### config.mk
export PLATFORM = sky130hd
export DESIGN_NAME = ir_pulse_distance_frame_transmitter
export DESIGN_NICKNAME = d
export VERILOG_FILES = /design/src/hw/rtl/ir_pdft_pkg.sv /design/src/hw/rtl/ir_pulse_distance_frame_transmitter.sv /design/src/hw/rtl/ir_pdft_queue.sv /design/src/hw/rtl/ir_pdft_encoder.sv
export SDC_FILE = /design/constraint.sdc
export NUM_CORES = 1
export LEC_CHECK = 0
export BUFFER_PORTS_ARGS = -buffer_cell sky130_fd_sc_hd__buf_4
export CAP_MARGIN = 20
export CORE_ASPECT_RATIO = 1.5
export CORE_MARGIN = 8
export CORE_UTILIZATION = 41
export DETAILED_ROUTE_END_ITERATION = 12
export PLACE_DENSITY_LB_ADDON = 0.2
export SLEW_MARGIN = 10
export SYNTH_ARGS = -nofsm -noshare
export SYNTH_HDL_FRONTEND = slang
export SYNTH_SLANG_ARGS = --single-unit
### constraint.sdc
create_clock -name clk -period 6.29 [get_ports clk]
set_input_delay 0.3145 -clock clk [delete_from_list [all_inputs] [get_ports clk]]
set_output_delay 0.3145 -clock clk [all_outputs]
set_load 0.03 [all_outputs]
### src/hw/rtl/ir_pdft_pkg.sv
// Shared types and constants for the IR pulse-distance frame transmitter.
// No dependencies; imported by the queue, encoder and top-level modules.
`timescale 1ns / 1ps

package ir_pdft_pkg;

  localparam int QUEUE_DEPTH = 8;
  localparam int PTR_W       = (QUEUE_DEPTH > 1) ? $clog2(QUEUE_DEPTH) : 1;
  localparam int CNT_W       = $clog2(QUEUE_DEPTH + 1);
  localparam int BYTE_W      = 8;
  localparam int FRAME_W     = 3 * BYTE_W;
  localparam int QCNT_W      = 4;

  // word kinds carried on tuser
  localparam logic MODE_TICK    = 1'b0;
  localparam logic MODE_ENQUEUE = 1'b1;

  typedef logic [FRAME_W-1:0] frame_t;

  typedef struct packed {
    frame_t             head;
    logic [CNT_W-1:0]   count;
    logic [CNT_W-1:0]   count_nxt;
    logic               empty;
    logic               full;
  } q_status_t;

endpackage

### src/hw/rtl/ir_pulse_distance_frame_transmitter.sv
// Top level: stream ports, frame queue, pulse-distance encoder and result register.
// Depends on ir_pdft_pkg, ir_pdft_queue and ir_pdft_encoder.
`timescale 1ns / 1ps
//
//  channel | ports     | tdata (low bit up)                        | side bits
//  --------+-----------+-------------------------------------------+---------------------
//  input   | in_t*     | address_byte, command_byte, value_byte    | tuser: mode
//  result  | out_t*    | carrier_on, queue_count, accepted, pad    | tlast: frame_done
//
//  One word in, one word out; a word is accepted every cycle while the result
//  register is empty or being drained. The result register gives each answer in
//  the next cycle. Synchronous active-low reset empties the queue and turns the
//  carrier off. A stalled result blocks input only while out_tready is low.

module ir_pulse_distance_frame_transmitter (
  input  logic        clk,
  input  logic        rst_n,
  input  logic        in_tvalid,
  output logic        in_tready,
  input  logic [23:0] in_tdata,   // address_byte, command_byte, value_byte
  input  logic        in_tuser,   // mode
  output logic        out_tvalid,
  input  logic        out_tready,
  output logic [7:0]  out_tdata,  // carrier_on, queue_count[3:0], accepted, 2'b0
  output logic        out_tlast
);
  import ir_pdft_pkg::*;

  logic              in_acc;
  logic              push_req;
  logic              push_ok;
  logic              tick;
  logic              pop;
  logic              carrier;
  logic              carrier_nxt;
  frame_t            push_frame;
  q_status_t         q_st;

  logic              out_valid_r;
  logic              carrier_r;
  logic [QCNT_W-1:0] qcnt_r;
  logic              acc_r;
  logic              done_r;

  assign in_tready  = ~out_valid_r | out_tready;
  assign in_acc     = in_tvalid & in_tready;
  assign push_req   = in_acc & (in_tuser == MODE_ENQUEUE);
  assign tick       = in_acc & (in_tuser == MODE_TICK) & ~q_st.empty;
  assign push_frame = {in_tdata[7:0], in_tdata[15:8], in_tdata[23:16]};

  ir_pdft_queue u_queue (
    .clk        (clk),
    .rst_n      (rst_n),
    .push_req   (push_req),
    .push_frame (push_frame),
    .pop        (pop),
    .push_ok    (push_ok),
    .status     (q_st)
  );

  ir_pdft_encoder u_enc (
    .clk         (clk),
    .rst_n       (rst_n),
    .tick        (tick),
    .head        (q_st.head),
    .carrier     (carrier),
    .carrier_nxt (carrier_nxt),
    .done        (pop)
  );

  always_ff @(posedge clk) begin
    if (!rst_n) begin
      out_valid_r <= 1'b0;
    end else if (in_acc) begin
      out_valid_r <= 1'b1;
    end else if (out_tready) begin
      out_valid_r <= 1'b0;
    end
  end

  always_ff @(posedge clk) begin
    if (in_acc) begin
      carrier_r <= carrier_nxt;
      qcnt_r    <= QCNT_W'(q_st.count_nxt);
      acc_r     <= push_ok;
      done_r    <= pop;
    end
  end

  assign out_tvalid = out_valid_r;
  assign out_tdata  = {2'b00, acc_r, qcnt_r, carrier_r};
  assign out_tlast  = done_r;

`ifndef SYNTH
  a_count_bound: assert property (@(posedge clk) disable iff (!rst_n)
    q_st.count <= CNT_W'(QUEUE_DEPTH))
    else $error("queue count above depth");

  a_carrier_idle: assert property (@(posedge clk) disable iff (!rst_n)
    q_st.empty |-> !carrier)
    else $error("carrier on with empty queue");

  a_push_count: assert property (@(posedge clk) disable iff (!rst_n)
    push_ok |=> q_st.count == $past(q_st.count) + CNT_W'(1))
    else $error("stored frame not counted");

  a_done_excl: assert property (@(posedge clk) disable iff (!rst_n)
    out_valid_r |-> !(acc_r && done_r))
    else $error("store and pop flagged in one word");
`endif

endmodule

### src/hw/rtl/ir_pdft_queue.sv
// Frame FIFO: register-based store with wrapping read/write pointers and fill count.
// Depends on ir_pdft_pkg.
`timescale 1ns / 1ps

module ir_pdft_queue (
  input  logic                  clk,
  input  logic                  rst_n,
  input  logic                  push_req,
  input  ir_pdft_pkg::frame_t   push_frame,
  input  logic                  pop,
  output logic                  push_ok,
  output ir_pdft_pkg::q_status_t status
);
  import ir_pdft_pkg::*;

  frame_t             store_r [QUEUE_DEPTH];
  logic [PTR_W-1:0]   wr_ptr_r, wr_ptr_nxt;
  logic [PTR_W-1:0]   rd_ptr_r, rd_ptr_nxt;
  logic [CNT_W-1:0]   cnt_r, cnt_nxt;
  logic               full;

  function automatic logic [PTR_W-1:0] ptr_inc(input logic [PTR_W-1:0] p);
    ptr_inc = (p == PTR_W'(QUEUE_DEPTH - 1)) ? '0 : p + PTR_W'(1);
  endfunction

  assign full    = (cnt_r == CNT_W'(QUEUE_DEPTH));
  assign push_ok = push_req & ~full;

  always_comb begin
    wr_ptr_nxt = wr_ptr_r;
    rd_ptr_nxt = rd_ptr_r;
    cnt_nxt    = cnt_r;
    if (push_ok) begin
      wr_ptr_nxt = ptr_inc(wr_ptr_r);
      cnt_nxt    = cnt_r + CNT_W'(1);
    end else if (pop) begin
      rd_ptr_nxt = ptr_inc(rd_ptr_r);
      cnt_nxt    = cnt_r - CNT_W'(1);
    end
  end

  always_ff @(posedge clk) begin
    if (!rst_n) begin
      wr_ptr_r <= '0;
      rd_ptr_r <= '0;
      cnt_r    <= '0;
    end else begin
      wr_ptr_r <= wr_ptr_nxt;
      rd_ptr_r <= rd_ptr_nxt;
      cnt_r    <= cnt_nxt;
    end
  end

  always_ff @(posedge clk) begin
    if (push_ok) begin
      store_r[wr_ptr_r] <= push_frame;
    end
  end

  assign status.head      = store_r[rd_ptr_r];
  assign status.count     = cnt_r;
  assign status.count_nxt = cnt_nxt;
  assign status.empty     = (cnt_r == '0);
  assign status.full      = full;

endmodule

### src/hw/rtl/ir_pdft_encoder.sv
// Pulse-distance sequencer: header, three data bytes, nibble-sum checksum, stop bit.
// Depends on ir_pdft_pkg; advances one step per tick with a frame at the queue head.
`timescale 1ns / 1ps

module ir_pdft_encoder (
  input  logic                clk,
  input  logic                rst_n,
  input  logic                tick,
  input  ir_pdft_pkg::frame_t head,
  output logic                carrier,
  output logic                carrier_nxt,
  output logic                done
);
  import ir_pdft_pkg::*;

  localparam logic [4:0] HDR_OFF_TICK = 5'd17;
  localparam logic [4:0] HDR_END_TICK = 5'd25;
  localparam logic [3:0] BYTE_BITS    = 4'd8;
  localparam logic [3:0] CSUM_BITS    = 4'd5;

  typedef enum logic [2:0] {
    PH_HEADER, PH_ADDRESS, PH_COMMAND, PH_VALUE, PH_CHECKSUM
  } phase_t;

  typedef enum logic [2:0] {
    BP_IDLE, BP_ZERO_ON, BP_ONE_ON, BP_SPACE0, BP_SPACE1
  } bit_phase_t;

  phase_t     phase_r, phase_nxt;
  bit_phase_t bp_r, bp_nxt;
  logic [4:0] hdr_r, hdr_nxt;
  logic [2:0] pos_r, pos_nxt;
  logic       carrier_r;
  logic       bit_end;
  logic [3:0] pos_inc;
  logic [3:0] csum;
  logic [7:0] cur_byte;
  logic       cur_bit;

  assign csum = head[3:0] + head[7:4] + head[11:8] + head[15:12]
              + head[19:16] + head[23:20];

  always_comb begin
    case (phase_r)
      PH_ADDRESS: cur_byte = head[23:16];
      PH_COMMAND: cur_byte = head[15:8];
      default:    cur_byte = head[7:0];
    endcase
    if (phase_r == PH_CHECKSUM) begin
      cur_bit = pos_r[2] ? 1'b0 : csum[~pos_r[1:0]];
    end else begin
      cur_bit = cur_byte[~pos_r];
    end
  end

  assign pos_inc = {1'b0, pos_r} + 4'd1;

  always_comb begin
    phase_nxt   = phase_r;
    bp_nxt      = bp_r;
    hdr_nxt     = hdr_r;
    pos_nxt     = pos_r;
    carrier_nxt = carrier_r;
    bit_end     = 1'b0;
    done        = 1'b0;
    if (tick) begin
      if (phase_r == PH_HEADER) begin
        if (hdr_r == '0) begin
          carrier_nxt = 1'b1;
        end else if (hdr_r == HDR_OFF_TICK) begin
          carrier_nxt = 1'b0;
        end else if (hdr_r == HDR_END_TICK) begin
          phase_nxt = PH_ADDRESS;
        end
        hdr_nxt = hdr_r + 5'd1;
      end else begin
        case (bp_r)
          BP_ZERO_ON: begin
            carrier_nxt = 1'b0;
            bp_nxt      = BP_IDLE;
            bit_end     = 1'b1;
          end
          BP_ONE_ON: begin
            carrier_nxt = 1'b0;
            bp_nxt      = BP_SPACE0;
          end
          BP_SPACE0: begin
            bp_nxt = BP_SPACE1;
          end
          BP_SPACE1: begin
            bp_nxt  = BP_IDLE;
            bit_end = 1'b1;
          end
          default: begin
            carrier_nxt = 1'b1;
            bp_nxt      = cur_bit ? BP_ONE_ON : BP_ZERO_ON;
          end
        endcase
        if (bit_end) begin
          pos_nxt = pos_inc[2:0];
          if (phase_r == PH_CHECKSUM) begin
            if (pos_inc >= CSUM_BITS) begin
              phase_nxt = PH_HEADER;
              hdr_nxt   = '0;
              bp_nxt    = BP_IDLE;
              pos_nxt   = '0;
              done      = 1'b1;
            end
          end else if (pos_inc >= BYTE_BITS) begin
            pos_nxt = '0;
            case (phase_r)
              PH_ADDRESS: phase_nxt = PH_COMMAND;
              PH_COMMAND: phase_nxt = PH_VALUE;
              default:    phase_nxt = PH_CHECKSUM;
            endcase
          end
        end
      end
    end
  end

  always_ff @(posedge clk) begin
    if (!rst_n) begin
      phase_r   <= PH_HEADER;
      bp_r      <= BP_IDLE;
      hdr_r     <= '0;
      pos_r     <= '0;
      carrier_r <= 1'b0;
    end else begin
      phase_r   <= phase_nxt;
      bp_r      <= bp_nxt;
      hdr_r     <= hdr_nxt;
      pos_r     <= pos_nxt;
      carrier_r <= carrier_nxt;
    end
  end

  assign carrier = carrier_r;

endmodule
==> results of run 1 <==
==> Yosys cell counts (all sizes together), types with 2 or more instances <==
master and n:
nor3 11, a31oi 4, nand3 7, nor3b 4, a22o 2, nand4 5, ha 13, fa 10
clkbuf 12, o211ai 2, mux4 31, a21boi 7, a211oi 3, nand2b 12, mux2 13, a211o 2
buf 19, a21oi 14, nor2b 13, or2 3, dfxtp 29, nor2 27, xnor2 8, xor2 8
o221ai 3, nand3b 3, and2 13, o31a 2, edfxtp 199, a22oi 8, nand2 33, o22ai 8
o21ai 26, inv 24, mux2i 31
==> worst register-to-register path: cells and delay by family (launching register included) <==
family	cells	cell delay, ps
AO/OA/AOI/OAI	4	1030
flip-flops	1	850
XOR/XNOR	5	1010
multiplexers	1	630
adder cells (fa/ha/maj)	5	1930
buffers and inverters	1	90
==> routing by layer <==
metal,routed length (um),global-route usage [%],share of wire [%]
met1,8683,17.21,40
met2,11660,27.67,54
met3,795,2.346,3.7
met4,484,4.686,2.2
met5,0,0,0
==> cell type report <==
class	count	area [um2]	share of cell area, %
clock buffers	30	623.1	5.584
clock inverters	10	61.31	0.5494
inverters	24	90.09	0.8073
multi-input cells	345	3042	27.26
flip-flops and latches	228	6561	58.80
well taps	319	399.1	3.577
repair buffers	51	382.9	3.431
==> cell families (layout without fill, tap and decap cells) <==
logic type	Yosys count	in the layout
multiplexers	75	75
other	1	2
adder cells (fa/ha/maj)	24	24
AND/OR/NAND/NOR	134	134
XOR/XNOR	17	17
AO/OA/AOI/OAI	93	93
flip-flops	228	228
buffers and inverters	55	115
==> stage by stage <==
stage / hold WS [ps] / worst slack, ps / std cells / power (mW)
floorplan: 413.4 / 1085 / 628 / 1.821
global placement: 488.3 / 770.6 / 967 / 1.876
detailed placement: 485.1 / 609.7 / 967 / 1.884
CTS: 11.11 / 592.0 / 1007 / 3.133
global route: 14.36 / 316.8 / 1007 / 3.209
finish: 27.00 / 639.3 / 1007 / 3.100
==> path summary, 6_finish.rpt <==
kind | start | to | slack [ps] | cells after the start
max | flip-flop | u_enc.bp_r[0]$_SDFFE_PN0P_ | 640 | 16
min | in_tdata[8] | u_queue.store_r[5][8]$_DFFE_PP_ | 30 | 1
max reg2reg | flip-flop | u_enc.bp_r[0]$_SDFFE_PN0P_ | 640 | 16
min reg2reg | u_queue.rd_ptr_r[1]$_SDFFE_PN0P_ | flip-flop | 500 | 2
==> registers in the layout, summed over array words and instances (netlist names), 4 cells and up, named ones only <==
name             count
qcnt_r               4
u_enc.hdr_r          5
u_queue.cnt_r        4
u_queue.store_r    192
==> placed cells by master, fill, tap and decap left out, types with 14 or more instances in the layout <==
master / n
sky130_fd_sc_hd__mux4_2: 31
sky130_fd_sc_hd__nor2_1: 24
sky130_fd_sc_hd__dfxtp_1: 27
sky130_fd_sc_hd__buf_4: 51
sky130_fd_sc_hd__nand2_1: 33
sky130_fd_sc_hd__mux2i_1: 30
sky130_fd_sc_hd__inv_1: 23
sky130_fd_sc_hd__a21oi_1: 14
sky130_fd_sc_hd__o21ai_0: 26
sky130_fd_sc_hd__clkbuf_16: 24
sky130_fd_sc_hd__edfxtp_1: 199
==> power groups by stage <==
stage                     Sequential [mW]  Combinational (mW)  Clock (mW)
after floorplan                      1.71               0.113           0
after global placement               1.70               0.175           0
after detailed placement             1.70               0.181           0
after CTS                            1.67               0.181        1.28
after global routing                 1.67               0.194        1.34
final                                1.67               0.179        1.25
==> flow_summary.yaml, run 1 <==
placed_design:
  gp_congestion: 0.8453
  count_of_port_buffers_added_during_placement: 37
  dpl.hpwl_um: 13800
  postPlaceCellArea_um2: 10480
worst_setup_path:
  critical_path.startpoint_type: "flip-flop"
  critical_path.n_buffers_inverters: 1
  worstSetupPathType: "reg2reg"
  critical_path.most_common_cell: "sky130_fd_sc_hd__xnor2_1"
  worst-path-max-fanout: 48
  arrival_ps: 6060
  critical_path.slowest_cell: "sky130_fd_sc_hd__dfxtp_4"
  worst_path_dominant_cell_family: "adder cells"
  required_ps: 6700
  critical_path.cell_chain: "mux4_2 > o21ai_0 > fa_1 > fa_1 > inv_1 > fa_1 > ha_1 > xnor2_1 > xnor2_1 > xnor2_1 > xnor2_1 > xnor3_1 > a2111oi_2 > a31oi_2 > maj3_2 > o2bb2ai_1"
  worst_path_largest_cell_delay_ps: 850
  cp-end-kind: "flip-flop"
timing:
  finClkSkew_ps: 8.584
  worst_pin_slew_ps: 817.3
  rsz0062_at_grt: "no"
  max_slew_margin_pct: 45.40
  final.setup.tns_ps: 0
  final_max_slew_viol_count: 0
  fmax_mhz: 177.0
  timing.final.setup_violations: 0
  final.min_clock_period_ps: 5651
  fin_crit_sh_pct: 89.84
  report.final.hold_viol_count: 0
floorplan:
  die_w_um: 142.4
  floorplan.initialDensity_pct: 41.54
  placement_rows: 69
  fp.dieArea_um2: 29280
  io-pin-count: 40
  die_height_um: 205.6
  core_region_area_um2: 23660
grt:
  grt_util_all_layers_pct: 14.93
  grt_first_pass_wirelength_um: 33350
  grt-ovfl-total: 0
  first_global_vias: 5757
  largest_net_degree_at_the_start_of_global_routing: 49
  initial_antenna_violation_count: 0
power_and_ir_drop:
  seq_power_share_pct: 53.9
  power.share.combinational_pct: 5.8
  share_clk_of_total_power_pct: 40.3
  internal_power_mw: 2.444
  power.net_switching_mw: 0.6560
  power_density_nw_per_um2: 277.8
  net_switching_share_of_the_total_power_pct: 21.16
  power.static_leakage_nw: 3.656
  worst_ir_drop_on_vdd_mv: 0.1876
logic_synthesis:
  post-synth-top-area-cell: "sky130_fd_sc_hd__edfxtp_1"
  synth_warnings: 0
  mean_area_per_synthesized_cell_um2: 15.67
  post_synthesis_cell_count: 627
  largest_family_of_logic_cells_by_synthesized_area: "multiplexers"
  adder_cell_area_share_of_the_yosys_netlist_pct: 3.807
  async_reset_ff_share_pct: 0
  synth-compound-area-share_pct: 6.380
  netlist-cell-type-count: 58
  synth_top_flop_cell: "sky130_fd_sc_hd__edfxtp_1"
  synthesis.area_um2: 9826
  synth-edff-count: 199
  yosysTopAreaCellShare_pct: 60.82
  synth_sequential_area_ratio_pct: 66.73
  synth_mux_area_share_pct: 11.79
  synth.top_cells.by_area: "sky130_fd_sc_hd__edfxtp_1, sky130_fd_sc_hd__mux4_2, sky130_fd_sc_hd__dfxtp_1"
  synthSimpleGateAreaFrac_pct: 6.902
  synth.ff_latch_count: 228
  synth_xor_area_share_pct: 1.655
detailed_routing:
  drt_first_pass_iters: 4
  routedWlPerCell_um: 21.47
  drt.antenna.violating_nets: 0
  drc_errors: 0
  detail_route.wirelength_um: 21630
  drtIter0Drc: 281
  viasPerCell: 5.412
  vias: 5450
clock_tree:
  numCtsBuffers: 24
  clkSlewWorstSetupHoldPaths_ps: 60
  ctsResizeCount: 0
  clock_tree.root_cell: "sky130_fd_sc_hd__clkbuf_16"
  tritoncts_clock_tree: "yes"
  clock_sinks: 228
  max_h_tree_level: 1
  holdBufCountCts: 0
  cts-root-to-sink-buffers: 3
  worstSkewPairLatency_ps: 520
  postCtsSetupBuffers: 0
cells_and_area:
  final_design_area_no_fill_um2: 11160
  antenna_cells: 0
  layout.filler_cells: 2120
  final_nets: 726
  post_route_cells_drive_above_1_share_pct: 21.22
  area_growth_pct: 13.57
  finalCoreUtilization_pct: 47.18
flow_run:
  max-cap-violations: 0
min_path:
  hp-class: "in2reg"
outcome:
  status: "complete, no violations"
Power figures use the tool's default switching activity.
==> run 2, diff against run 1 <==
--- a/config.mk
+++ b/config.mk
@@ -7,7 +7,6 @@
 export LEC_CHECK = 0
 export BUFFER_PORTS_ARGS = -buffer_cell sky130_fd_sc_hd__buf_4
 export CAP_MARGIN = 20
-export CORE_ASPECT_RATIO = 1.5
 export CORE_MARGIN = 8
 export CORE_UTILIZATION = 41
 export DETAILED_ROUTE_END_ITERATION = 12
==> run 2 against run 1 <==
Routed wire length fell by 1.6%. Die area shrank 0.35%. Final cell count grew 2.2%. Clock-buffer cell count down 3. Setup slack lost 160 ps. Largest power group unchanged. Sequential power hardly changed. Via count up 0.70%.
==> flow_summary.yaml, run 2 (same netlist as run 1, synthesis figures left out) <==
worst_setup_path:
  arrival_ps: 6220
  required_ps: 6700
  worst-path-max-fanout: 61
  critical_path.reg2reg.endpoint: "u_enc.bp_r[0]$_SDFFE_PN0P_"
  worstSetupPathType: "reg2reg"
  cp-end-kind: "flip-flop"
  critical_path.startpoint_type: "flip-flop"
  rrSetupSlack_ps: 470
  rr_worst_depth: 15
floorplan:
  placement_rows: 56
  core_region_area_um2: 23470
  io-pin-count: 40
  die_w_um: 170.8
  die_height_um: 170.8
  fp.dieArea_um2: 29170
  floorplan.initialDensity_pct: 41.86
grt:
  grt-ovfl-total: 0
  first_global_vias: 5845
  grt_util_all_layers_pct: 14.89
  grt_first_pass_wirelength_um: 33420
  largest_net_degree_at_the_start_of_global_routing: 62
  initial_antenna_violation_count: 0
cells_and_area:
  biggestRegsByFlops: "u_queue.store_r (192), u_enc.hdr_r (5)"
  top_register: "u_queue.store_r"
  final_nets: 744
  post_route_cells_drive_above_1_share_pct: 21.41
  antenna_cells: 0
  area_growth_pct: 16.25
  layout.cells.most_common_list: "sky130_fd_sc_hd__edfxtp_1, sky130_fd_sc_hd__buf_4, sky130_fd_sc_hd__nand2_1, sky130_fd_sc_hd__mux4_2, sky130_fd_sc_hd__mux2i_1"
  largest_register_ffs: 192
  non_filler_instances: 1029
  mostFrequentLayoutCell: "sky130_fd_sc_hd__edfxtp_1"
  final_design_area_no_fill_um2: 11420
detailed_routing:
  vias: 5488
  viasPerCell: 5.333
  routedWlPerCell_um: 20.68
  drc_errors: 0
  drt.antenna.violating_nets: 0
  drtIter0Drc: 445
  drt_first_pass_iters: 5
  detail_route.wirelength_um: 21280
timing:
  final.min_clock_period_ps: 5816
  max_slew_margin_pct: 31.89
  rsz0062_at_grt: "no"
  fin_worst_hold_slack_ps: 24.15
  final_max_slew_viol_count: 0
  final.setup.worst_slack_ps: 474.4
  timing.final.setup_violations: 0
  worst_pin_slew_ps: 1022
  fin_crit_sh_pct: 92.46
  final.setup.tns_ps: 0
  fmax_mhz: 172.0
  report.final.hold_viol_count: 0
  finClkSkew_ps: 24.05
clock_tree:
  cts-root-to-sink-buffers: 3
  clock_sinks: 228
  numCtsBuffers: 24
  ctsResizeCount: 0
  clock_tree.root_cell: "sky130_fd_sc_hd__clkbuf_16"
  clkSlewWorstSetupHoldPaths_ps: 60
  holdBufCountCts: 16
  max_h_tree_level: 1
  tritoncts_clock_tree: "yes"
  postCtsSetupBuffers: 0
  worstSkewPairLatency_ps: 540
min_path:
  holdPathStages: 1
  min-delay-start: "in_tdata[14]"
  hold-path-endpoint: "u_queue.store_r[0][14]$_DFFE_PP_"
  hp-class: "in2reg"
power_and_ir_drop:
  power.net_switching_mw: 0.6997
  power_density_nw_per_um2: 280.7
  power.share.combinational_pct: 5.8
  net_switching_share_of_the_total_power_pct: 21.82
  seq_power_share_pct: 52.1
  internal_power_mw: 2.506
  power.static_leakage_nw: 3.764
  worst_ir_drop_on_vdd_mv: 0.2197
  share_clk_of_total_power_pct: 42.1
outcome:
  status: "complete, no violations"
placed_design:
  pre_cts_ws_ps: 461.1
  count_of_port_buffers_added_during_placement: 37
  gp_congestion: 0.8870
  postPlaceCellArea_um2: 10490
  dpl.cell_count: 969
  dpl.hpwl_um: 13100
flow_run:
  max-cap-violations: 0
run 2: cell count changes in the layout (fill, tap and decap cells not counted), sizes merged:
cell         change
clkinvlp         +1
buf              +2
dlygate4sd3     +16
clkbuf           -3
bufinv           +1
clkinv           +5
run 2: worst max-delay path by stage:
stage	to	cells past startpoint
finish	u_enc.bp_r[0]$_SDFFE_PN0P_	15
global route	u_enc.bp_r[1]$_SDFFE_PN0P_	16
detailed placement	u_enc.bp_r[0]$_SDFFE_PN0P_	16
CTS	u_enc.bp_r[0]$_SDFFE_PN0P_	15
global placement	u_enc.bp_r[0]$_SDFFE_PN0P_	16
floorplan	u_enc.bp_r[0]$_SDFFE_PN0P_	18
run 2: routing by layer:
layer | global-route usage [%] | vias up | part of all wire, %
met1 | 19.14 | 2811 | 43
met3 | 2.835 | 37 | 4.8
met2 | 24.95 | 110 | 49
met4 | 5.149 | 0 | 2.7
met5 | 0 | - | 0
li1 | - | 2530 | -
run 2: final cells by class:
type | instances | area [um2]
Clock buffer | 27 | 611.8
Inverter | 24 | 90.09
Sequential cell | 228 | 6561
Clock inverter | 17 | 160.2
Tap cell | 319 | 399.1
Multi-Input combinational cell | 345 | 3042
Fill cell | 2004 | 12050
Timing Repair Buffer | 69 | 558.0
run 2: worst max-delay path, stage by stage (launching register included):
cell and delay (ps):
sky130_fd_sc_hd__dfxtp_4 1000, sky130_fd_sc_hd__mux4_2 600, sky130_fd_sc_hd__mux2_2 320, sky130_fd_sc_hd__fa_1 540, sky130_fd_sc_hd__fa_1 440, sky130_fd_sc_hd__fa_1 490
sky130_fd_sc_hd__ha_1 220, sky130_fd_sc_hd__xnor2_1 180, sky130_fd_sc_hd__xnor2_1 150, sky130_fd_sc_hd__xnor2_1 150, sky130_fd_sc_hd__xnor2_1 170, sky130_fd_sc_hd__xnor3_1 370
sky130_fd_sc_hd__a2111oi_2 420, sky130_fd_sc_hd__a31oi_2 130, sky130_fd_sc_hd__maj3_2 340, sky130_fd_sc_hd__o2bb2ai_1 120
run 2: power groups by stage:
stage / sequential [mW] / combinational [mW] / clock (mW)
2_1_floorplan: 1.71 / 0.113 / 0
3_3_place_gp: 1.70 / 0.173 / 0
3_5_place_dp: 1.70 / 0.178 / 0
4_1_cts: 1.67 / 0.188 / 1.39
5_1_grt: 1.67 / 0.205 / 1.44
6_report: 1.67 / 0.186 / 1.35
run 2: stage by stage:
stage	power (mW)	utilization, %
CTS	3.245	48.66
detailed placement	1.881	44.69
global placement	1.874	44.69
global route	3.317	48.66
floorplan	1.821	-
finish	3.206	48.66
